**config.mk**
```make
export PLATFORM = sky130hd
export DESIGN_NAME = hdlc_nrzi_tx_framer
export DESIGN_NICKNAME = d
export VERILOG_FILES = /design/src/rtl/core/hnt_pkg.sv /design/src/rtl/core/hdlc_nrzi_tx_framer.sv /design/src/rtl/core/hnt_chunker.sv /design/src/rtl/core/hnt_coder.sv /design/src/rtl/core/hnt_packer.sv
export SDC_FILE = /design/constraint.sdc
export NUM_CORES = 1
export LEC_CHECK = 0
export BUFFER_PORTS_ARGS = -buffer_cell sky130_fd_sc_hd__buf_2
export CAP_MARGIN = 20
export CELL_PAD_IN_SITES_DETAIL_PLACEMENT = 1
export CELL_PAD_IN_SITES_GLOBAL_PLACEMENT = 1
export CORE_ASPECT_RATIO = 0.9
export CORE_UTILIZATION = 53
export CTS_CLUSTER_DIAMETER = 100
export CTS_CLUSTER_SIZE = 12
export DETAILED_ROUTE_END_ITERATION = 6
export GPL_ROUTABILITY_DRIVEN = 0
export GPL_TIMING_DRIVEN = 0
export PLACE_DENSITY = 0.84
export SYNTH_ARGS = -nofsm -noshare
export SYNTH_HDL_FRONTEND = slang
export SYNTH_HIERARCHICAL = 1
export SYNTH_SLANG_ARGS = --single-unit
```
**constraint.sdc**
```tcl
create_clock -name clk -period 18.31 [get_ports clk]
set_clock_uncertainty 0.05 [all_clocks]
set_input_delay 0.9155 -clock clk [delete_from_list [all_inputs] [get_ports clk]]
set_output_delay 0.9155 -clock clk [all_outputs]
set_load 0.03 [all_outputs]
```
**src/rtl/core/hnt_pkg.sv**
```systemverilog
// ----------------------------------------------------------------------------
// hnt_pkg - shared types and constants of the hdlc nrzi transmit framer
// Chunk and line bit group types, hdlc constants and parameter defaults.
// ----------------------------------------------------------------------------
`default_nettype none

package hnt_pkg;

	// parameter defaults
	localparam int TRAINING_BITS_DEF  = 24;
	localparam int RAMP_UP_BITS_DEF   = 3;
	localparam int RAMP_DOWN_BITS_DEF = 3;

	// hdlc constants
	localparam logic [7:0]  HDLC_FLAG = 8'h7E;
	localparam logic [15:0] CRC_POLY  = 16'h1021;
	localparam logic [15:0] CRC_INIT  = 16'hFFFF;
	localparam logic [2:0]  STUFF_RUN = 3'd5;

	// raw bits per chunk and worst case line bits after stuffing
	localparam int RAW_W  = 8;
	localparam int LINE_W = 10;

	// group of raw bits handed from the chunker to the coder
	typedef struct packed {
		logic [RAW_W-1:0] raw;        // bit 0 is sent first
		logic [3:0]       n;          // number of valid raw bits, 1 to 8
		logic             stuff;      // apply zero stuffing
		logic             start;      // first chunk of a frame
		logic             last_chunk; // final chunk of a frame
	} chunk_t;

	// coded line levels handed from the coder to the packer
	typedef struct packed {
		logic [LINE_W-1:0] bits;      // bit 0 is sent first, unused bits zero
		logic [3:0]        n;         // number of valid line bits
		logic              frame_end; // these are the last bits of the frame
	} line_t;

endpackage

`default_nettype wire

```
**src/rtl/core/hdlc_nrzi_tx_framer.sv**
```systemverilog
// ----------------------------------------------------------------------------
// hdlc_nrzi_tx_framer - hdlc transmit framer with crc, stuffing and nrzi
// Top level: start level register, chunk sequencer, coder and byte packer.
// ----------------------------------------------------------------------------
// Message bytes enter on the s_ stream, one item per byte, s_tlast on the last
// byte of a frame; NRZI line bytes leave on the m_ stream, bit 0 first, with
// m_tlast on the last line byte of the frame. The sequencer turns each held
// item into chunks of up to eight raw bits, one chunk per cycle while the
// coder takes them: one chunk for a payload byte, at frame start
// ceil((RAMP_UP_BITS + TRAINING_BITS + 8) / 8) more (5 by default), and four
// more after the last byte (fcs high, fcs low, flag, ramp down; three if
// RAMP_DOWN_BITS is 0). Each chunk becomes up to ten line bits, and the output
// register moves one line byte per cycle while m_tready allows it. A payload
// byte passes through the item register, the chunk pipeline register, the bit
// buffer and the output register. nrzi_start_level (reset 1) is written
// through cfg_wr_en/cfg_wr_data and is used at the start of the next frame.
// ----------------------------------------------------------------------------
`default_nettype none

module hdlc_nrzi_tx_framer #(
	parameter int TRAINING_BITS  = hnt_pkg::TRAINING_BITS_DEF,
	parameter int RAMP_UP_BITS   = hnt_pkg::RAMP_UP_BITS_DEF,
	parameter int RAMP_DOWN_BITS = hnt_pkg::RAMP_DOWN_BITS_DEF
) (
	input  wire logic       clk,
	input  wire logic       arst_n,
	input  wire logic       cfg_wr_en,
	input  wire logic       cfg_wr_data, // nrzi_start_level
	input  wire logic       s_tvalid,
	output logic            s_tready,
	input  wire logic [7:0] s_tdata,     // data_byte
	input  wire logic       s_tlast,     // last_byte
	output logic            m_tvalid,
	input  wire logic       m_tready,
	output logic [7:0]      m_tdata,     // line_byte
	output logic            m_tlast      // frame_end
);
	import hnt_pkg::*;

	logic   start_level_q;
	chunk_t chunk_s2;
	logic   chunk_vld_s2;
	logic   chunk_take;
	logic   room;
	line_t  line;
	logic   line_vld;

	// start level register
	always_ff @(posedge clk or negedge arst_n) begin
		if (!arst_n) begin
			start_level_q <= 1'b1;
		end else if (cfg_wr_en) begin
			start_level_q <= cfg_wr_data;
		end
	end

	// frame sequencer and crc
	hnt_chunker #(
		.TRAINING_BITS  (TRAINING_BITS),
		.RAMP_UP_BITS   (RAMP_UP_BITS),
		.RAMP_DOWN_BITS (RAMP_DOWN_BITS)
	) u_chunker (
		.clk          (clk),
		.arst_n       (arst_n),
		.s_tvalid     (s_tvalid),
		.s_tready     (s_tready),
		.s_tdata      (s_tdata),
		.s_tlast      (s_tlast),
		.chunk_s2     (chunk_s2),
		.chunk_vld_s2 (chunk_vld_s2),
		.chunk_rdy    (chunk_take)
	);

	// stuffing and nrzi
	hnt_coder u_coder (
		.clk          (clk),
		.arst_n       (arst_n),
		.start_level  (start_level_q),
		.chunk_s2     (chunk_s2),
		.chunk_vld_s2 (chunk_vld_s2),
		.chunk_take   (chunk_take),
		.room         (room),
		.line         (line),
		.line_vld     (line_vld)
	);

	// byte packer and output register
	hnt_packer u_packer (
		.clk      (clk),
		.arst_n   (arst_n),
		.line     (line),
		.line_vld (line_vld),
		.room     (room),
		.m_tvalid (m_tvalid),
		.m_tready (m_tready),
		.m_tdata  (m_tdata),
		.m_tlast  (m_tlast)
	);

`ifndef SYNTH
	// a held chunk carries one to eight raw bits
	a_chunk_len: assert property (@(posedge clk) disable iff (!arst_n)
		chunk_vld_s2 |-> (chunk_s2.n != 4'd0) && (chunk_s2.n <= 4'd8))
		else $error("chunk with bad bit count");

	// the preamble chunk that opens a frame is never stuffed
	a_start_unstuffed: assert property (@(posedge clk) disable iff (!arst_n)
		chunk_vld_s2 && chunk_s2.start |-> !chunk_s2.stuff)
		else $error("stuffing on frame start chunk");

	// coded bits never exceed the stuffing worst case
	a_line_len: assert property (@(posedge clk) disable iff (!arst_n)
		line_vld |-> (line.n != 4'd0) && (line.n <= 4'(LINE_W)))
		else $error("line bit count out of range");

	// a chunk not taken by the coder waits unchanged
	a_chunk_hold: assert property (@(posedge clk) disable iff (!arst_n)
		chunk_vld_s2 && !chunk_take |=> chunk_vld_s2 && $stable(chunk_s2))
		else $error("chunk lost or changed while stalled");
`endif

endmodule

`default_nettype wire

```
**src/rtl/core/hnt_chunker.sv**
```systemverilog
// ----------------------------------------------------------------------------
// hnt_chunker - frame sequencer and crc
// Holds one input item and cuts preamble, payload, fcs and tail into chunks of
// up to eight raw bits, one chunk per cycle into a pipeline register when free.
// ----------------------------------------------------------------------------
`default_nettype none

module hnt_chunker #(
	parameter int TRAINING_BITS  = hnt_pkg::TRAINING_BITS_DEF,
	parameter int RAMP_UP_BITS   = hnt_pkg::RAMP_UP_BITS_DEF,
	parameter int RAMP_DOWN_BITS = hnt_pkg::RAMP_DOWN_BITS_DEF
) (
	input  wire logic          clk,
	input  wire logic          arst_n,
	input  wire logic          s_tvalid,
	output logic               s_tready,
	input  wire logic [7:0]    s_tdata,   // data_byte
	input  wire logic          s_tlast,   // last_byte
	output hnt_pkg::chunk_t    chunk_s2,
	output logic               chunk_vld_s2,
	input  wire logic          chunk_rdy
);
	import hnt_pkg::*;

	localparam int PRE_BITS = RAMP_UP_BITS + TRAINING_BITS + 8;
	localparam int PCW      = $clog2(PRE_BITS + 8);

	typedef enum logic [5:0] {
		PH_PRE    = 6'b000001,
		PH_DATA   = 6'b000010,
		PH_FCS_HI = 6'b000100,
		PH_FCS_LO = 6'b001000,
		PH_FLAG   = 6'b010000,
		PH_RDN    = 6'b100000
	} phase_t;

	logic           item_vld_q;
	logic [7:0]     data_q;
	logic           last_q;
	phase_t         phase_q;
	phase_t         phase_nx;
	logic [PCW-1:0] pre_cnt_q;
	logic           in_frame_q;
	logic [15:0]    crc_q;

	chunk_t         chunk_d;
	logic           slot_free;
	logic           fire;
	logic           accept;
	logic           item_done;
	logic           pre_done;
	logic           frame_open;
	logic [15:0]    fcs;

	// crc over eight bits, bit 0 first, msb first register
	function automatic logic [15:0] crc_byte(input logic [15:0] crc, input logic [7:0] d);
		logic [15:0] c;
		logic        fb;
		c = crc;
		for (int i = 0; i < 8; i++) begin
			fb = c[15] ^ d[i];
			c  = {c[14:0], 1'b0};
			if (fb) begin
				c = c ^ CRC_POLY;
			end
		end
		return c;
	endfunction

	// handshake
	assign slot_free = !chunk_vld_s2 || chunk_rdy;
	assign fire      = item_vld_q && slot_free;
	assign s_tready  = !item_vld_q || (fire && item_done);
	assign accept    = s_tvalid && s_tready;
	assign fcs       = ~crc_q;

	// frame still open after this cycle's chunk
	assign frame_open = in_frame_q && !(fire && chunk_d.last_chunk);

	// chunk generation per phase
	always_comb begin
		int k;
		int rem;
		int fl;
		chunk_d   = '0;
		phase_nx  = phase_q;
		item_done = 1'b0;
		pre_done  = 1'b0;
		k         = 0;
		fl        = 0;
		rem       = PRE_BITS - int'(pre_cnt_q);
		case (phase_q)
			PH_PRE: begin
				for (int j = 0; j < 8; j++) begin
					k = int'(pre_cnt_q) + j;
					fl = k - RAMP_UP_BITS - TRAINING_BITS;
					if (k < RAMP_UP_BITS) begin
						chunk_d.raw[j] = 1'b1;
					end else if (k < RAMP_UP_BITS + TRAINING_BITS) begin
						chunk_d.raw[j] = (((k - RAMP_UP_BITS) & 1) == 0);
					end else if (fl < 8) begin
						chunk_d.raw[j] = HDLC_FLAG[3'(fl)];
					end else begin
						chunk_d.raw[j] = 1'b0;
					end
				end
				chunk_d.n     = (rem >= 8) ? 4'd8 : 4'(rem);
				chunk_d.start = (pre_cnt_q == '0);
				pre_done      = (rem <= 8);
				if (pre_done) begin
					phase_nx = PH_DATA;
				end
			end
			PH_DATA: begin
				chunk_d.raw   = data_q;
				chunk_d.n     = 4'd8;
				chunk_d.stuff = 1'b1;
				if (last_q) begin
					phase_nx = PH_FCS_HI;
				end else begin
					item_done = 1'b1;
				end
			end
			PH_FCS_HI: begin
				for (int j = 0; j < 8; j++) begin
					chunk_d.raw[j] = fcs[4'(15 - j)];
				end
				chunk_d.n     = 4'd8;
				chunk_d.stuff = 1'b1;
				phase_nx      = PH_FCS_LO;
			end
			PH_FCS_LO: begin
				for (int j = 0; j < 8; j++) begin
					chunk_d.raw[j] = fcs[4'(7 - j)];
				end
				chunk_d.n     = 4'd8;
				chunk_d.stuff = 1'b1;
				phase_nx      = PH_FLAG;
			end
			PH_FLAG: begin
				chunk_d.raw = HDLC_FLAG;
				chunk_d.n   = 4'd8;
				if (RAMP_DOWN_BITS == 0) begin
					chunk_d.last_chunk = 1'b1;
					item_done          = 1'b1;
				end else begin
					phase_nx = PH_RDN;
				end
			end
			PH_RDN: begin
				chunk_d.raw        = '0;
				chunk_d.n          = 4'(RAMP_DOWN_BITS);
				chunk_d.last_chunk = 1'b1;
				item_done          = 1'b1;
			end
			default: begin
				phase_nx = PH_DATA;
			end
		endcase
	end

	// item register and sequencer state
	always_ff @(posedge clk or negedge arst_n) begin
		if (!arst_n) begin
			item_vld_q <= 1'b0;
			phase_q    <= PH_PRE;
			pre_cnt_q  <= '0;
			in_frame_q <= 1'b0;
			crc_q      <= CRC_INIT;
		end else if (accept) begin
			// a new item replaces the one that just finished
			item_vld_q <= 1'b1;
			in_frame_q <= 1'b1;
			pre_cnt_q  <= '0;
			if (frame_open) begin
				phase_q <= PH_DATA;
				if (fire && (phase_q == PH_DATA)) begin
					crc_q <= crc_byte(crc_q, data_q);
				end
			end else begin
				phase_q <= PH_PRE;
				crc_q   <= CRC_INIT;
			end
		end else if (fire) begin
			phase_q <= phase_nx;
			if (phase_q == PH_PRE) begin
				pre_cnt_q <= pre_cnt_q + PCW'(8);
			end
			if (phase_q == PH_DATA) begin
				crc_q <= crc_byte(crc_q, data_q);
			end
			if (item_done) begin
				item_vld_q <= 1'b0;
			end
			if (chunk_d.last_chunk) begin
				in_frame_q <= 1'b0;
			end
		end
	end

	// item payload
	always_ff @(posedge clk) begin
		if (accept) begin
			data_q <= s_tdata;
			last_q <= s_tlast;
		end
	end

	// chunk pipeline register
	always_ff @(posedge clk or negedge arst_n) begin
		if (!arst_n) begin
			chunk_vld_s2 <= 1'b0;
		end else if (fire) begin
			chunk_vld_s2 <= 1'b1;
		end else if (chunk_rdy) begin
			chunk_vld_s2 <= 1'b0;
		end
	end

	always_ff @(posedge clk) begin
		if (fire) begin
			chunk_s2 <= chunk_d;
		end
	end

endmodule

`default_nettype wire

```
**src/rtl/core/hnt_coder.sv**
```systemverilog
// ----------------------------------------------------------------------------
// hnt_coder - zero stuffing and nrzi line coding
// Turns one chunk of raw bits into line levels, inserting a zero after five
// ones where stuffing applies, and keeps the ones run and line level.
// ----------------------------------------------------------------------------
`default_nettype none

module hnt_coder (
	input  wire logic             clk,
	input  wire logic             arst_n,
	input  wire logic             start_level,
	input  wire hnt_pkg::chunk_t  chunk_s2,
	input  wire logic             chunk_vld_s2,
	output logic                  chunk_take,
	input  wire logic             room,
	output hnt_pkg::line_t        line,
	output logic                  line_vld
);
	import hnt_pkg::*;

	logic       level_q;
	logic [2:0] run_q;
	logic       level_end;
	logic [2:0] run_end;

	assign chunk_take = chunk_vld_s2 && room;
	assign line_vld   = chunk_take;

	// stuffing and nrzi over the chunk, bit 0 first
	always_comb begin
		logic       lvl;
		logic [2:0] run;
		logic [3:0] pos;
		logic       b;
		lvl  = chunk_s2.start ? start_level : level_q;
		run  = chunk_s2.start ? 3'd0 : run_q;
		pos  = 4'd0;
		b    = 1'b0;
		line = '0;
		for (int j = 0; j < RAW_W; j++) begin
			if (4'(j) < chunk_s2.n) begin
				b = chunk_s2.raw[j];
				if (!b) begin
					lvl = ~lvl;
				end
				line.bits[pos] = lvl;
				pos = pos + 4'd1;
				if (chunk_s2.stuff) begin
					if (b) begin
						run = run + 3'd1;
						if (run >= STUFF_RUN) begin
							lvl = ~lvl;
							line.bits[pos] = lvl;
							pos = pos + 4'd1;
							run = 3'd0;
						end
					end else begin
						run = 3'd0;
					end
				end
			end
		end
		line.n         = pos;
		line.frame_end = chunk_s2.last_chunk;
		level_end      = lvl;
		run_end        = run;
	end

	// coder state
	always_ff @(posedge clk or negedge arst_n) begin
		if (!arst_n) begin
			level_q <= 1'b1;
			run_q   <= 3'd0;
		end else if (chunk_take) begin
			level_q <= level_end;
			run_q   <= run_end;
		end
	end

endmodule

`default_nettype wire

```
**src/rtl/core/hnt_packer.sv**
```systemverilog
// ----------------------------------------------------------------------------
// hnt_packer - line bit packer and output register
// Collects line levels in a short bit buffer, moves one line byte a cycle into
// the output register when free, padding and marking a frame's last byte.
// ----------------------------------------------------------------------------
`default_nettype none

module hnt_packer (
	input  wire logic             clk,
	input  wire logic             arst_n,
	input  wire hnt_pkg::line_t   line,
	input  wire logic             line_vld,
	output logic                  room,
	output logic                  m_tvalid,
	input  wire logic             m_tready,
	output logic [7:0]            m_tdata,  // line_byte
	output logic                  m_tlast   // frame_end
);
	import hnt_pkg::*;

	localparam int BUF_W = 7 + LINE_W;
	localparam int CW    = $clog2(BUF_W + 1);

	logic [BUF_W-1:0] buf_q;
	logic [CW-1:0]    cnt_q;
	logic             flush_q;
	logic [7:0]       out_data_q;
	logic             out_last_q;
	logic             out_vld_q;

	logic             out_free;
	logic             drain;
	logic             last_drain;
	logic [BUF_W-1:0] buf_sh;
	logic [CW-1:0]    cnt_sh;
	logic             flush_sh;
	logic [BUF_W-1:0] buf_nx;
	logic [CW-1:0]    cnt_nx;
	logic             flush_nx;

	// drain one byte when full or when the frame is being flushed
	assign out_free   = !out_vld_q || m_tready;
	assign drain      = out_free && ((cnt_q >= CW'(8)) || (flush_q && (cnt_q != '0)));
	assign last_drain = drain && flush_q && (cnt_q <= CW'(8));
	assign buf_sh     = drain ? (buf_q >> 8) : buf_q;
	assign cnt_sh     = drain ? ((cnt_q >= CW'(8)) ? (cnt_q - CW'(8)) : '0) : cnt_q;
	assign flush_sh   = flush_q && !last_drain;
	assign room       = (cnt_sh <= CW'(7)) && !flush_sh;

	// append new line bits above the ones still held
	always_comb begin
		buf_nx   = buf_sh;
		cnt_nx   = cnt_sh;
		flush_nx = flush_sh;
		if (line_vld) begin
			buf_nx   = buf_sh | (BUF_W'(line.bits) << cnt_sh[2:0]);
			cnt_nx   = cnt_sh + CW'(line.n);
			flush_nx = flush_sh || line.frame_end;
		end
	end

	// bit buffer state
	always_ff @(posedge clk or negedge arst_n) begin
		if (!arst_n) begin
			buf_q   <= '0;
			cnt_q   <= '0;
			flush_q <= 1'b0;
		end else begin
			buf_q   <= buf_nx;
			cnt_q   <= cnt_nx;
			flush_q <= flush_nx;
		end
	end

	// output register
	always_ff @(posedge clk or negedge arst_n) begin
		if (!arst_n) begin
			out_vld_q <= 1'b0;
		end else if (drain) begin
			out_vld_q <= 1'b1;
		end else if (m_tready) begin
			out_vld_q <= 1'b0;
		end
	end

	always_ff @(posedge clk) begin
		if (drain) begin
			out_data_q <= buf_q[7:0];
			out_last_q <= last_drain;
		end
	end

	assign m_tvalid = out_vld_q;
	assign m_tdata  = out_data_q;
	assign m_tlast  = out_last_q;

endmodule

`default_nettype wire

```
==> flow_summary_export.csv <==
group,metric,value,unit
synthesis,syn_inst,1686,
synthesis,synth_flop_cell,"dfrtp_1",
final_layout,nNetsFinal,1860,
worst_setup_path,crit_path_start_kind,"flop",
clock_tree,cts_resized,0,
worst_hold_path,hp-start,"u_packer/buf_q[2]",
die,io-pin-count,26,
synthesis,synth.top_cell.area_share,10.3,%
global_route,overflow,0,
synthesis,synth_edf_count,32,
worst_hold_path,worst_hold_path.num_cells,0,
synthesis,synth-compound-area-share,28.2,%
clock_tree,cts_buffers,9,
synthesis,synth.area.top_cells,"ha_1 (10%), edfxtp_1 (7.5%), dfrtp_1 (7.4%)",
worst_setup_path,rrSetupSlack,3730,ps
worst_setup_path,r2r_start,"u_chunker/chunk_s2[1]",
die,die-area,25000,um2
sta,hold_viol,0,
global_route,grt_usage,36.4,%
worst_setup_path,crit_family,"compound AO/OA/AOI/OAI gates",
worst_setup_path,critPathMostFrequentCell,"ha_1",
synthesis,yosys.area_share.simple,26.9,%
route,wl,45.7,mm
sta,max_freq,0.0686,GHz
die,core_area,23600,um2
sta,finalSetupTns,0,ps
synthesis,synth_top_family_by_area,"compound AO/OA/AOI/OAI gates",
route,drtIter0Drc,1370,
synthesis,synth-xor-area-share,7.09,%
global_route,grt_first_pass_wirelength,73.6,mm
synthesis,avgSynthCellArea,7.65,um2
sta,fin_crit,14580,ps
route,routed_via_density,6.83,
global_route,grt_max_degree,30,
sta,rsz0062_at_grt,"false",
sta,whs,407,ps
clock_tree,clkLatencyLatePin,350,ps
sta,fin_crit_sh,79.7,%
clock_tree,hold_buffers,0,
final_layout,drive_above_1_share,9.58,%
sta,maxSlewViolCount,0,
final_layout,areaGrowthSynthToFinish,6.83,%
die,row_count,53,
synthesis,synth_cell_types,117,
worst_setup_path,required,18540,ps
sta,worst_pin_slew,1100,ps
worst_setup_path,crit_fanout,10,
worst_setup_path,critPathCaptureType,"flop",
worst_setup_path,reg2reg_depth,54,
worst_setup_path,cp_slowest_stage_delay,830,ps
die,die_w,166,um
clock_tree,post_cts_buffers,0,
worst_setup_path,critPathSlowestCell,"o31ai_1",
final_layout,layout.cells.non_filler,2045,
route,vias,14000,
sta,setup_violations,0,
route,wl_per_cell,22.3,um
worst_setup_path,r2r_end,"u_packer/buf_q[5]",
worst_setup_path,crit_type,"reg -> reg",
global_route,antenna_found_initial,2,
worst_setup_path,worstPathArrival,14820,ps
run,maxCapViolCount,0,
worst_setup_path,critical_path_buf_inv_count,10,
synthesis,synth-seq-area-share,18.7,%
route,first_pass_iters,5,
clock_tree,cts_sinks,89,
die,initial_core_util,54.6,%
synthesis,synth_mux_area_share,3.50,%
route,remaining_drc_errors,0,
clock_tree,cts_buffer_depth,2,
clock_tree,htree_levels,3,
synthesis,ys_ff_latch,89,
die,die_y,150,um
route,drtAntennaViolNets,0,
synthesis,synth_area,12900,um2
worst_hold_path,holdPathEnd,"u_packer/m_tdata[2]",
synthesis,synth_warnings,6,
final_layout,antenna_cells,0,
synthesis,synthAdderAreaFrac,10.4,%
clock_tree,ctsRootBufferMaster,"clkbuf_16",
synthesis,synth_top_area_cell,"ha_1",
global_route,grt_pass1_vias,13800,
placed_design,place_inst,2027,
synthesis,async_flop_share,64.0,%
final_layout,utilization,58.4,%
clock_tree,cts_tree,"done",
sta,relSlewSlack,26.4,%
outcome,status,"finished clean",
placed_design,dp_hpwl,34.8,mm
placed_design,portBuffers,25,
clock_tree,clkTransAtPathRegs,70,ps
worst_hold_path,hold_path.class,"reg -> reg",
[sequential cells by signal, summed over array words and instances (netlist names), 3 cells and up]
signal / cells
u_packer/buf_q: 17
u_chunker/crc_q: 16
u_chunker/chunk_s2: 14
u_chunker/data_q: 8
u_packer/m_tdata: 8
u_chunker/phase_q: 6
u_packer/cnt_q: 5
u_chunker/pre_cnt_q: 3
u_coder/run_q: 3
[Yosys cell counts, drive strengths merged (16+ instances only)]
cell type	number
nor3	44
a21o	16
edfxtp	32
nor4	18
o21ai	105
or2	19
a32oi	18
o22ai	20
xnor2	66
dfrtp	38
nand4	27
buf	25
nor2	157
ha	106
mux2i	32
inv	66
nand3	76
a211o	22
a211oi	19
clkbuf	61
a31oi	30
nand2	211
xor2	23
a21oi	105
and3	31
dfstp	19
nand2b	18
[routing by layer]
metal  GRT usage [%]  wire (um)  vias to the layer above
met4            9.58        888                        2
met1            48.4      20000                     6949
met5               0         13                        -
li1                -          -                     6384
met3            4.95       3220                       83
met2            62.1      21500                      549
[cell families after synthesis]
family / count (synthesis)
compound gates: 506
xor+xnor: 93
fa+ha+maj: 107
buf+inv: 155
flops: 89
mux: 43
other cells: 2
simple gates: 691
[layout make-up]
class,count,area [um2]
clock inverters,7,71.3
flip-flops and latches,89,2410
repair buffers,28,158
multi-input cells,1455,9880
plain buffers,86,395
fillers,3020,9830
well taps,302,378
clock buffers,9,225
inverters,69,259
[placed cells by master (no fill, tap or decap), types with 13 or more instances in the layout]
cell,synthesis,layout
a211o_1,21,21
a211oi_1,16,16
a21o_1,16,16
a21oi_1,103,103
a31oi_1,30,30
a32oi_1,16,16
and2_1,14,14
and3_1,31,31
buf_2,13,38
clkbuf_1,61,61
conb_1,2,15
dfrtp_1,38,38
dfstp_2,19,19
edfxtp_1,32,32
ha_1,106,106
inv_1,65,65
mux2i_1,32,32
nand2_1,210,210
nand2b_1,18,18
nand3_1,75,75
nand4_1,27,27
nor2_1,157,157
nor3_1,41,41
nor4_1,15,15
o211ai_1,13,13
o21ai_0,95,95
o22ai_1,18,18
o31ai_1,13,13
or2_2,16,16
or3_1,14,14
xnor2_1,60,60
xor2_1,23,23
[through the flow]
| step | worst slack, ps | instance area (um2) |
|---|---|---|
| 2_1_floorplan | 7030 | 12900 |
| 3_3_place_gp | 4690 | 13400 |
| 3_5_place_dp | 4210 | 13500 |
| 4_1_cts | 4080 | 13800 |
| 5_1_grt | 2850 | 13800 |
| 6_report | 3730 | 13800 |
[worst max-delay path by stage]
stage	from	depth (start not counted)	slack [ps]	endpoint
floorplan	u_chunker/chunk_s2[1]	52	7030	u_packer/buf_q[5]
global placement	u_chunker/chunk_s2[1]	53	4690	u_packer/buf_q[4]
detailed placement	u_chunker/chunk_s2[1]	54	4210	u_packer/buf_q[5]
CTS	u_chunker/chunk_s2[1]	54	4080	u_packer/buf_q[5]
global route	u_chunker/chunk_s2[1]	54	2850	u_packer/buf_q[5]
finish	u_chunker/chunk_s2[1]	54	3730	u_packer/buf_q[5]
Power is not shown: default switching activity piles up to over one toggle a cycle in this logic, so the estimate is an artifact.
